**src/rtl/core/rsfc_pkg.sv**
```systemverilog
// ----------------------------------------------------------------------------
// rsfc_pkg: shared types and constants for the record sector fixup checker
// Holds the header signature, the sector size limits, the status codes and
// the output bus layout.
// ----------------------------------------------------------------------------
package rsfc_pkg;

	// Width of one record word.
	localparam int unsigned WORD_W = 16;
	// Width of the sector size register.
	localparam int unsigned WPS_W = 12;
	// Width of the in-sector word counter.
	localparam int unsigned SWC_W = 11;
	// Width of the entry offset in words.
	localparam int unsigned OFS_W = WORD_W - 1;
	// Output data bus width: word, status, warning, padded to whole bytes.
	localparam int unsigned TDATA_W = 24;

	// Defaults for the top level parameters.
	localparam int unsigned DEF_MAX_ARRAY_ENTRIES = 16;
	localparam int unsigned DEF_MAX_RECORD_WORDS = 2048;

	// The four signature bytes, read as two little-endian words.
	localparam logic [WORD_W-1:0] SIG_LO = 16'h4946;
	localparam logic [WORD_W-1:0] SIG_HI = 16'h454C;

	// A record must hold at least the full header.
	localparam int unsigned HEADER_WORDS = 8;

	// Sector size limits and reset value, in words.
	localparam logic [WPS_W-1:0] WPS_MIN = 12'd128;
	localparam logic [WPS_W-1:0] WPS_MAX = 12'd2048;
	localparam logic [WPS_W-1:0] WPS_RESET = 12'd256;

	// Record status codes, reported on the final word.
	typedef enum logic [2:0] {
		ST_OK       = 3'd0,
		ST_SHORT    = 3'd1,
		ST_SIG      = 3'd2,
		ST_HEADER   = 3'd3,
		ST_MISMATCH = 3'd4,
		ST_UNSEEN   = 3'd5,
		ST_LONG     = 3'd6
	} status_t;

	// Bring a written sector size into the supported range.
	function automatic logic [WPS_W-1:0] clamp_wps(input logic [WPS_W-1:0] v);
		logic [WPS_W-1:0] r;
		r = v;
		if (v < WPS_MIN) r = WPS_MIN;
		if (v > WPS_MAX) r = WPS_MAX;
		return r;
	endfunction

endpackage

```
**src/rtl/core/rsfc_entry_store.sv**
```systemverilog
// ----------------------------------------------------------------------------
// rsfc_entry_store: update-sequence entry memory
// One write port and one registered read port. A read that hits the entry
// written in the same cycle is flagged so the caller can take the new word.
// ----------------------------------------------------------------------------
module rsfc_entry_store
	import rsfc_pkg::*;
#(
	parameter int unsigned DEPTH = DEF_MAX_ARRAY_ENTRIES,
	parameter int unsigned IDX_W = $clog2(DEF_MAX_ARRAY_ENTRIES)
) (
	input  logic              clk,
	input  logic              wr_en,
	input  logic [IDX_W-1:0]  wr_idx,
	input  logic [WORD_W-1:0] wr_data,
	input  logic              rd_en,
	input  logic [IDX_W-1:0]  rd_idx,
	output logic [WORD_W-1:0] rd_data,
	output logic              rd_hit
);

	logic [WORD_W-1:0] mem [DEPTH];
	logic [WORD_W-1:0] rd_data_q;
	logic              rd_hit_q;

	// Write port.
	always_ff @(posedge clk) begin
		if (wr_en) begin
			mem[wr_idx] <= wr_data;
		end
	end

	// Registered read port with a same-cycle write hit flag.
	always_ff @(posedge clk) begin
		if (rd_en) begin
			rd_data_q <= mem[rd_idx];
			rd_hit_q  <= wr_en && (wr_idx == rd_idx);
		end
	end

	assign rd_data = rd_data_q;
	assign rd_hit  = rd_hit_q;

endmodule

```
**src/rtl/core/record_sector_fixup_check.sv**
```systemverilog
// ----------------------------------------------------------------------------
// record_sector_fixup_check: file-table record sector fixup and check
// Takes a record as a stream of little-endian 16-bit words, one per request,
// with tlast on the final word. It checks the FILE signature, reads the
// update-sequence offset and count from words 2 and 3, captures the entries
// as they pass, and at the last word of each sector compares that word with
// entry 0 and puts entry k in its place (tuser marks a replaced word). On the
// final word it reports a sticky status and a beyond-record warning. The block
// takes one word per clock, sustained while m_axis_tready does not stall the
// output. The checks run on the input register, the registered read port of
// the entry memory lands entry k in a second register beside the checked word,
// and the output register holds the result. No clearing pass is needed after
// reset. The sector size register is written by cfg_we and cfg_wdata; the user
// must write it only while no record is in flight, the block does not enforce
// it. Values outside 128 to 2048 words are clamped.
// ----------------------------------------------------------------------------
module record_sector_fixup_check
	import rsfc_pkg::*;
#(
	parameter int unsigned MAX_ARRAY_ENTRIES = DEF_MAX_ARRAY_ENTRIES,
	parameter int unsigned MAX_RECORD_WORDS = DEF_MAX_RECORD_WORDS
) (
	input  logic               clk,
	input  logic               arst_n,
	// Sector size register, in words.
	input  logic               cfg_we,
	input  logic [WPS_W-1:0]   cfg_wdata,
	// Record words in.
	input  logic               s_axis_tvalid,
	output logic               s_axis_tready,
	input  logic [WORD_W-1:0]  s_axis_tdata,   // [15:0] record_word
	input  logic               s_axis_tlast,   // last_word
	// Fixed words out.
	output logic               m_axis_tvalid,
	input  logic               m_axis_tready,
	output logic [TDATA_W-1:0] m_axis_tdata,   // [15:0] fixed_word, [18:16] status,
	                                           // [19] beyond_record_warning, [23:20] zero
	output logic               m_axis_tuser,   // was_replaced
	output logic               m_axis_tlast    // is_last
);

	localparam int unsigned CW = $clog2(MAX_ARRAY_ENTRIES + 1);
	localparam int unsigned IW = $clog2(MAX_ARRAY_ENTRIES);
	localparam int unsigned PW = $clog2(MAX_RECORD_WORDS + 1);
	localparam int unsigned DW = ((PW > OFS_W) ? PW : OFS_W) + 1;
	localparam int unsigned RW = PW + 1;
	localparam int unsigned MW = CW + WPS_W;
	localparam int unsigned XW = (MW > RW) ? MW : RW;
	localparam logic [PW-1:0] POS_MAX = PW'(MAX_RECORD_WORDS);
	localparam logic [CW-1:0] SEC_SAT = {CW{1'b1}};

	// Handshake and stage control.
	logic v1_s1, v2_s2, vo_q;
	logic rdy_o, rdy2, rdy1, adv1, adv2, in_acc;

	// Stage 1 payload.
	logic [WORD_W-1:0] word_s1;
	logic              last_s1;

	// Record state.
	logic [WPS_W-1:0]             wps_q;
	logic [PW-1:0]                pos_q;
	logic [SWC_W-1:0]             swc_q;
	logic [CW-1:0]                sec_q;
	logic [OFS_W-1:0]             ofs_q;
	logic [CW-1:0]                cnt_q;
	logic [MAX_ARRAY_ENTRIES-1:0] seen_q;
	status_t                      st_q;
	logic [WORD_W-1:0]            ent0_q;

	// Stage 1 decisions.
	status_t                      st_b, st_c, st_out;
	logic [CW-1:0]                cnt_n;
	logic [OFS_W-1:0]             ofs_n;
	logic                         cap, swc_end, repl, short_rec, warn;
	logic [DW-1:0]                diff;
	logic [IW-1:0]                e_idx, k_idx;
	logic [CW:0]                  k;
	logic [MAX_ARRAY_ENTRIES-1:0] seen_eff;
	logic [WORD_W-1:0]            ent0_eff;
	logic [RW-1:0]                received;
	logic [MW-1:0]                span;

	// Stage 2 payload.
	logic [WORD_W-1:0] word_s2;
	logic              last_s2, repl_s2, warn_s2;
	status_t           status_s2;
	logic [WORD_W-1:0] ent_rd;
	logic              ent_hit;
	logic [WORD_W-1:0] fixed_word;

	// Output register.
	logic [TDATA_W-1:0] data_q;
	logic               user_q, last_q;

	// Ready flows back stage by stage; each stage moves when the next has room.
	assign rdy_o  = !vo_q || m_axis_tready;
	assign rdy2   = !v2_s2 || rdy_o;
	assign rdy1   = !v1_s1 || rdy2;
	assign adv2   = v2_s2 && rdy_o;
	assign adv1   = v1_s1 && rdy2;
	assign in_acc = s_axis_tvalid && rdy1;
	assign s_axis_tready = rdy1;

	// Stage valid bits.
	always_ff @(posedge clk or negedge arst_n) begin
		if (!arst_n) begin
			v1_s1 <= 1'b0;
			v2_s2 <= 1'b0;
			vo_q  <= 1'b0;
		end else begin
			if (in_acc) v1_s1 <= 1'b1;
			else if (adv1) v1_s1 <= 1'b0;
			if (adv1) v2_s2 <= 1'b1;
			else if (adv2) v2_s2 <= 1'b0;
			if (adv2) vo_q <= 1'b1;
			else if (m_axis_tready) vo_q <= 1'b0;
		end
	end

	// Input register.
	always_ff @(posedge clk) begin
		if (in_acc) begin
			word_s1 <= s_axis_tdata;
			last_s1 <= s_axis_tlast;
		end
	end

	// Header decode, entry capture and sector-end check for the word in stage 1.
	always_comb begin
		status_t st_a;
		st_a = st_q;
		if (pos_q >= POS_MAX && st_a == ST_OK) st_a = ST_LONG;

		st_b  = st_a;
		cnt_n = cnt_q;
		ofs_n = ofs_q;
		cap   = 1'b0;
		diff  = DW'(pos_q) - DW'(ofs_q);
		e_idx = diff[IW-1:0];

		if (pos_q == PW'(0)) begin
			if (word_s1 != SIG_LO && st_b == ST_OK) st_b = ST_SIG;
		end else if (pos_q == PW'(1)) begin
			if (word_s1 != SIG_HI && st_b == ST_OK) st_b = ST_SIG;
		end else if (pos_q == PW'(2)) begin
			ofs_n = word_s1[WORD_W-1:1];
			if (word_s1[0] && st_b == ST_OK) st_b = ST_HEADER;
		end else if (pos_q == PW'(3)) begin
			if (word_s1 > WORD_W'(MAX_ARRAY_ENTRIES)) begin
				if (st_b == ST_OK) st_b = ST_HEADER;
			end else if (st_b == ST_OK) begin
				cnt_n = word_s1[CW-1:0];
			end
		end else begin
			cap = (DW'(pos_q) >= DW'(ofs_q)) && (diff < DW'(cnt_q));
		end

		// The entry captured by this word is visible to its own check.
		seen_eff = seen_q;
		ent0_eff = ent0_q;
		if (cap) begin
			seen_eff[e_idx] = 1'b1;
			if (e_idx == IW'(0)) ent0_eff = word_s1;
		end

		// Sector end: compare with entry 0 and replace with entry k.
		swc_end = ({1'b0, swc_q} + 12'd1) >= wps_q;
		k       = {1'b0, sec_q} + (CW+1)'(1);
		k_idx   = k[IW-1:0];
		repl    = 1'b0;
		st_c    = st_b;
		if (swc_end && st_b == ST_OK && k < {1'b0, cnt_n}) begin
			if (!seen_eff[0] || !seen_eff[k_idx]) begin
				st_c = ST_UNSEEN;
			end else if (word_s1 != ent0_eff) begin
				st_c = ST_MISMATCH;
			end else begin
				repl = 1'b1;
			end
		end

		// Final word report.
		received  = RW'(pos_q) + RW'(1);
		short_rec = received < RW'(HEADER_WORDS);
		span      = MW'(cnt_n - CW'(1)) * MW'(wps_q);
		warn      = last_s1 && (cnt_n >= CW'(2)) && (XW'(span) > XW'(received));
		st_out    = ST_OK;
		if (last_s1) st_out = short_rec ? ST_SHORT : st_c;
	end

	// Sector size register.
	always_ff @(posedge clk or negedge arst_n) begin
		if (!arst_n) begin
			wps_q <= WPS_RESET;
		end else if (cfg_we) begin
			wps_q <= clamp_wps(cfg_wdata);
		end
	end

	// Record state; everything clears after the final word.
	always_ff @(posedge clk or negedge arst_n) begin
		if (!arst_n) begin
			pos_q  <= '0;
			swc_q  <= '0;
			sec_q  <= '0;
			ofs_q  <= '0;
			cnt_q  <= '0;
			seen_q <= '0;
			st_q   <= ST_OK;
		end else if (adv1) begin
			if (last_s1) begin
				pos_q  <= '0;
				swc_q  <= '0;
				sec_q  <= '0;
				ofs_q  <= '0;
				cnt_q  <= '0;
				seen_q <= '0;
				st_q   <= ST_OK;
			end else begin
				if (pos_q < POS_MAX) pos_q <= pos_q + PW'(1);
				if (swc_end) begin
					swc_q <= '0;
					if (sec_q != SEC_SAT) sec_q <= sec_q + CW'(1);
				end else begin
					swc_q <= swc_q + SWC_W'(1);
				end
				ofs_q  <= ofs_n;
				cnt_q  <= cnt_n;
				seen_q <= seen_eff;
				st_q   <= st_c;
			end
		end
	end

	// Copy of entry 0 for the sector-end compare.
	always_ff @(posedge clk) begin
		if (adv1) begin
			ent0_q <= ent0_eff;
		end
	end

	// Entry memory: captured words go in, entry k is read for stage 2.
	rsfc_entry_store #(
		.DEPTH (MAX_ARRAY_ENTRIES),
		.IDX_W (IW)
	) u_store (
		.clk     (clk),
		.wr_en   (adv1 && cap),
		.wr_idx  (e_idx),
		.wr_data (word_s1),
		.rd_en   (adv1),
		.rd_idx  (k_idx),
		.rd_data (ent_rd),
		.rd_hit  (ent_hit)
	);

	// Stage 2 register.
	always_ff @(posedge clk) begin
		if (adv1) begin
			word_s2   <= word_s1;
			last_s2   <= last_s1;
			repl_s2   <= repl;
			status_s2 <= st_out;
			warn_s2   <= warn;
		end
	end

	// A replacing entry written by this same word is the word itself.
	assign fixed_word = repl_s2 ? (ent_hit ? word_s2 : ent_rd) : word_s2;

	// Output register.
	always_ff @(posedge clk) begin
		if (adv2) begin
			data_q <= {4'b0000, warn_s2, status_s2, fixed_word};
			user_q <= repl_s2;
			last_q <= last_s2;
		end
	end

	assign m_axis_tvalid = vo_q;
	assign m_axis_tdata  = data_q;
	assign m_axis_tuser  = user_q;
	assign m_axis_tlast  = last_q;

endmodule

```
**config.mk**
```make
export PLATFORM = sky130hd
export DESIGN_NAME = record_sector_fixup_check
export DESIGN_NICKNAME = d
export VERILOG_FILES = /design/src/rtl/core/rsfc_pkg.sv /design/src/rtl/core/rsfc_entry_store.sv /design/src/rtl/core/record_sector_fixup_check.sv
export SDC_FILE = /design/constraint.sdc
export NUM_CORES = 1
export LEC_CHECK = 0
export ABC_AREA = 1
export BUFFER_PORTS_ARGS = -buffer_cell sky130_fd_sc_hd__buf_2
export CAP_MARGIN = 10
export CORE_AREA = 4 4 247 249
export DETAILED_ROUTE_END_ITERATION = 8
export DIE_AREA = 0 0 251 253
export SLEW_MARGIN = 30
export SYNTH_ARGS = -nofsm -noshare
export SYNTH_HDL_FRONTEND = slang
export SYNTH_HIERARCHICAL = 1
export SYNTH_SLANG_ARGS = --single-unit
```
**constraint.sdc**
```tcl
create_clock -name clk -period 7.3 [get_ports clk]
set_input_delay 0.73 -clock clk [delete_from_list [all_inputs] [get_ports clk]]
set_output_delay 0.73 -clock clk [all_outputs]
set_load 0.01 [all_outputs]
```
==> metrics.yaml <==
worst_setup_path:
  cp_slowest_stage_delay_ns: 0.52
  rr_worst_depth: 38
  cp-end-kind: "flip-flop"
  reg2reg_to: "warn_s2$_DFFE_PP_"
  cp.required_ns: 7.60
  timing.rr.start: "word_s1[12]$_DFFE_PP_"
  crit_arrival_ns: 7.28
  r2r_setup_slack_ns: 0.32
  cp_max_fo: 9
  start_kind: "flip-flop"
  critPathSlowestCell: "fa_1"
  crit_top_cell: "nand2_1"
  worstSetupPathType: "flip-flop to flip-flop"
final_layout:
  nFillCells: 5527
  stdcell_area_um2: 26400
  areaGrowthSynthToFinish_pct: 13.8
  finalNetCount: 2801
  final_layout_size_suffix_gt1_frac: 0.105
drt:
  firstDrtPassIters: 5
  drcViolationCount: 0
  antenna_left: 0
  drt_iter0_drc: 1354
  wl_met1_um: 25300
  via_per_inst: 5.03
  highest_layer: "met4"
  wl_per_cell_um: 17.4
  wirelength_um: 60000
  wl_met3_um: 3210
  wl_met2_um: 29500
  vias: 17400
hold_path:
  hold_path_class: "input port to asynchronous set/reset pin"
power_and_ir_drop:
  powerDensity_nw_per_um2: 357
  total_power_mw: 9.43
  leakage_nw: 12.1
  switchingPower_mw: 3.70
  internal-power_mw: 5.73
  p_sw_frac: 0.392
  peakVddDrop_mv: 0.385
  p_comb_frac: 0.425
  clockPowerShare: 0.257
  p_seq_frac: 0.317
sta:
  slew_headroom: 0.329
  finalSetupViolCount: 0
  drv_slew: 0
  finalCritPeriodShare: 0.956
  hold_viol: 0
  skew_ns: 0.0155
  worstMarginPinSlew_ns: 1.00
  min_period_ns: 6.98
  max_freq_mhz: 143
clocking:
  cts_root_buffer: "clkbuf_16"
  clock_sinks: 432
  numCtsBuffers: 46
  path_clk_slew_ns: 0.06
  ctsHtreeMaxLevel: 2
  cts_max_path_buffers: 3
  tritoncts: "done"
  clock_latency_ns: 0.57
yosys:
  synthFlopType: "edfxtp_1"
  synth_top_area_share: 0.452
  postSynth.asyncResetShare: 0.190
  yosys_warnings: 6
  synth-edff-count: 350
  synth_top_cell_by_area: "edfxtp_1"
  syn_avg_cell_area_um2: 9.19
  synth_area_leaders: "edfxtp_1 (45%), nand2_1 (10%), dfrtp_1 (8.7%), inv_1 (7.4%), nand3_1 (7.0%)"
  synthDistinctLibCells: 53
  synth_seq_cells: 432
  synth_seq_area_share: 0.540
  netlist_area_um2: 23200
  synthCells: 2528
place:
  hpwl_um: 39900
  place_area_um2: 24700
  gp_congestion: 0.885
  io_buffers: 57
flow_run:
  cap_violations: 0
global_routing:
  grt_overflow: 0
  track_usage: 0.185
  grt_first_pass_wirelength_um: 93500
  grt_pass1_vias: 16900
  grt_max_degree: 80
  antenna_found_initial: 3
floorplanning:
  die_h_um: 253
  start_util: 0.396
  core_area_um2: 58700
  dieArea_um2: 63500
  rows: 89
  die_x_um: 251
  io_pins: 62
outcome:
  status: "complete, no violations"
how the worst max path moves through the flow:
stage | from | end | slack [ns] | depth (start not counted)
floorplan | word_s1[12]$_DFFE_PP_ | warn_s2$_DFFE_PP_ | 0.27 | 36
detailed placement | word_s1[13]$_DFFE_PP_ | warn_s2$_DFFE_PP_ | 0.12 | 39
global route | word_s1[13]$_DFFE_PP_ | warn_s2$_DFFE_PP_ | -0.09 | 38
finish | word_s1[12]$_DFFE_PP_ | warn_s2$_DFFE_PP_ | 0.32 | 38
CTS | word_s1[13]$_DFFE_PP_ | warn_s2$_DFFE_PP_ | 0.04 | 39
global placement | word_s1[12]$_DFFE_PP_ | warn_s2$_DFFE_PP_ | 0.22 | 39
per-layer routing:
layer | global-route usage | up-vias
met3 | 0.0274 | 106
met4 | 0.0648 | 0
met2 | 0.322 | 493
li1 | - | 8452
met1 | 0.238 | 8299
met5 | 0 | -
cell usage in the layout (no fill, tap or decap), types with 5 or more instances in the layout:
cell type	count
clkinv_2	9
xnor2_1	5
clkinv_1	13
clkbuf_1	9
nand3b_1	5
nor4_1	6
ha_1	83
a22oi_1	5
nand3_1	326
a21oi_1	38
nand2_1	630
o21ai_0	54
nor2_2	6
o22ai_1	48
buf_4	83
inv_1	456
nor3_1	12
dfrtp_1	81
clkbuf_16	46
edfxtp_1	350
bufinv_16	8
xor2_1	31
fa_1	41
nand4_1	24
nand2_2	11
mux2_2	16
buf_2	56
a21oi_2	6
nor2_1	148
inv_2	11
metrics by stage:
stage / utilization / setup slack, ns / cells / TNS, ns / hold WS, ns
6_report: 0.451 / 0.321 / 3451 / 0 / 0.0641
5_1_grt: 0.451 / -0.0851 / 3451 / -0.0851 / 0.0635
4_1_cts: 0.448 / 0.0444 / 3443 / 0 / 0.0478
3_5_place_dp: 0.421 / 0.116 / 3358 / 0 / 0.412
3_3_place_gp: 0.421 / 0.218 / 3358 / 0 / 0.405
2_1_floorplan: - / 0.269 / 2531 / 0 / 0.400
worst max-delay path, delay by kind of cell (launching register included):
| family | cells | cell delay [ns] |
|---|---|---|
| adders and majority gates | 6 | 2.38 |
| AOI/OAI and AO/OA | 9 | 1.55 |
| and+or+nand+nor | 15 | 1.27 |
| buffers and inverters | 7 | 0.93 |
| DFF | 1 | 0.40 |
| xor gates and xnor gates | 1 | 0.14 |
synth_stat cells (all sizes together), types with 5 or more instances:
library cell and number:
o21ai 59, nand4 25, edfxtp 350, mux2 16
nand3b 5, xnor2 5, fa 42, a22oi 5
clkinv 5, nor4 6, ha 86, a21oi 44
nor3 15, nor2 159, nand3 328, clkbuf 25
nand2 642, dfrtp 81, o22ai 48, buf 54
xor2 32, inv 469
state kept, by name, summed over array words and instances (netlist names), 11 cells and up:
register,count
u_store/mem,256
m_axis_tdata,20
ent0_q,16
seen_q,16
u_store/rd_data,16
word_s1,16
word_s2,16
ofs_q,15
pos_q,12
wps_q,12
swc_q,11
logic make-up (layout without fill, tap and decap cells):
| kind of cell | Yosys count | after routing | synth area share |
|---|---|---|---|
| compound gates | 171 | 171 | 0.0423 |
| flops | 432 | 432 | 0.540 |
| fa+ha+maj | 128 | 128 | 0.0825 |
| xor+xnor | 37 | 37 | 0.0139 |
| mux | 17 | 17 | 0.00818 |
| other cells | 1 | 6 | 0.000161 |
| simple gates | 1189 | 1189 | 0.219 |
| buf+inv | 553 | 698 | 0.0932 |
layout make-up:
type	count	area (um2)	area share
diodes	2	5.00	0.000189
clock buffers	55	1180	0.0448
flip-flops and latches	432	12600	0.475
well taps	773	967	0.0366
inverters	474	1780	0.0675
multi-input cells	1546	8660	0.328
repair buffers	139	903	0.0342
clock inverters	30	378	0.0143
power groups by stage:
stage / sequential (mW) / clock [mW] / combinational, mW
after detailed placement: 3.04 / 0 / 3.90
after CTS: 2.99 / 2.48 / 3.93
after floorplan: 3.05 / 0 / 2.87
after global routing: 3.01 / 2.58 / 4.59
final: 2.99 / 2.43 / 4.01
after global placement: 3.04 / 0 / 3.86
repair_timing:
action                                  4_1_cts  5_1_grt
gates resized for setup                       0       26
setup buffers                                 0        6
endpoints found under the hold margin         0        0
endpoints found under the setup margin        0        1
hold buffers                                  0        0
Power figures use the tool's default switching activity.
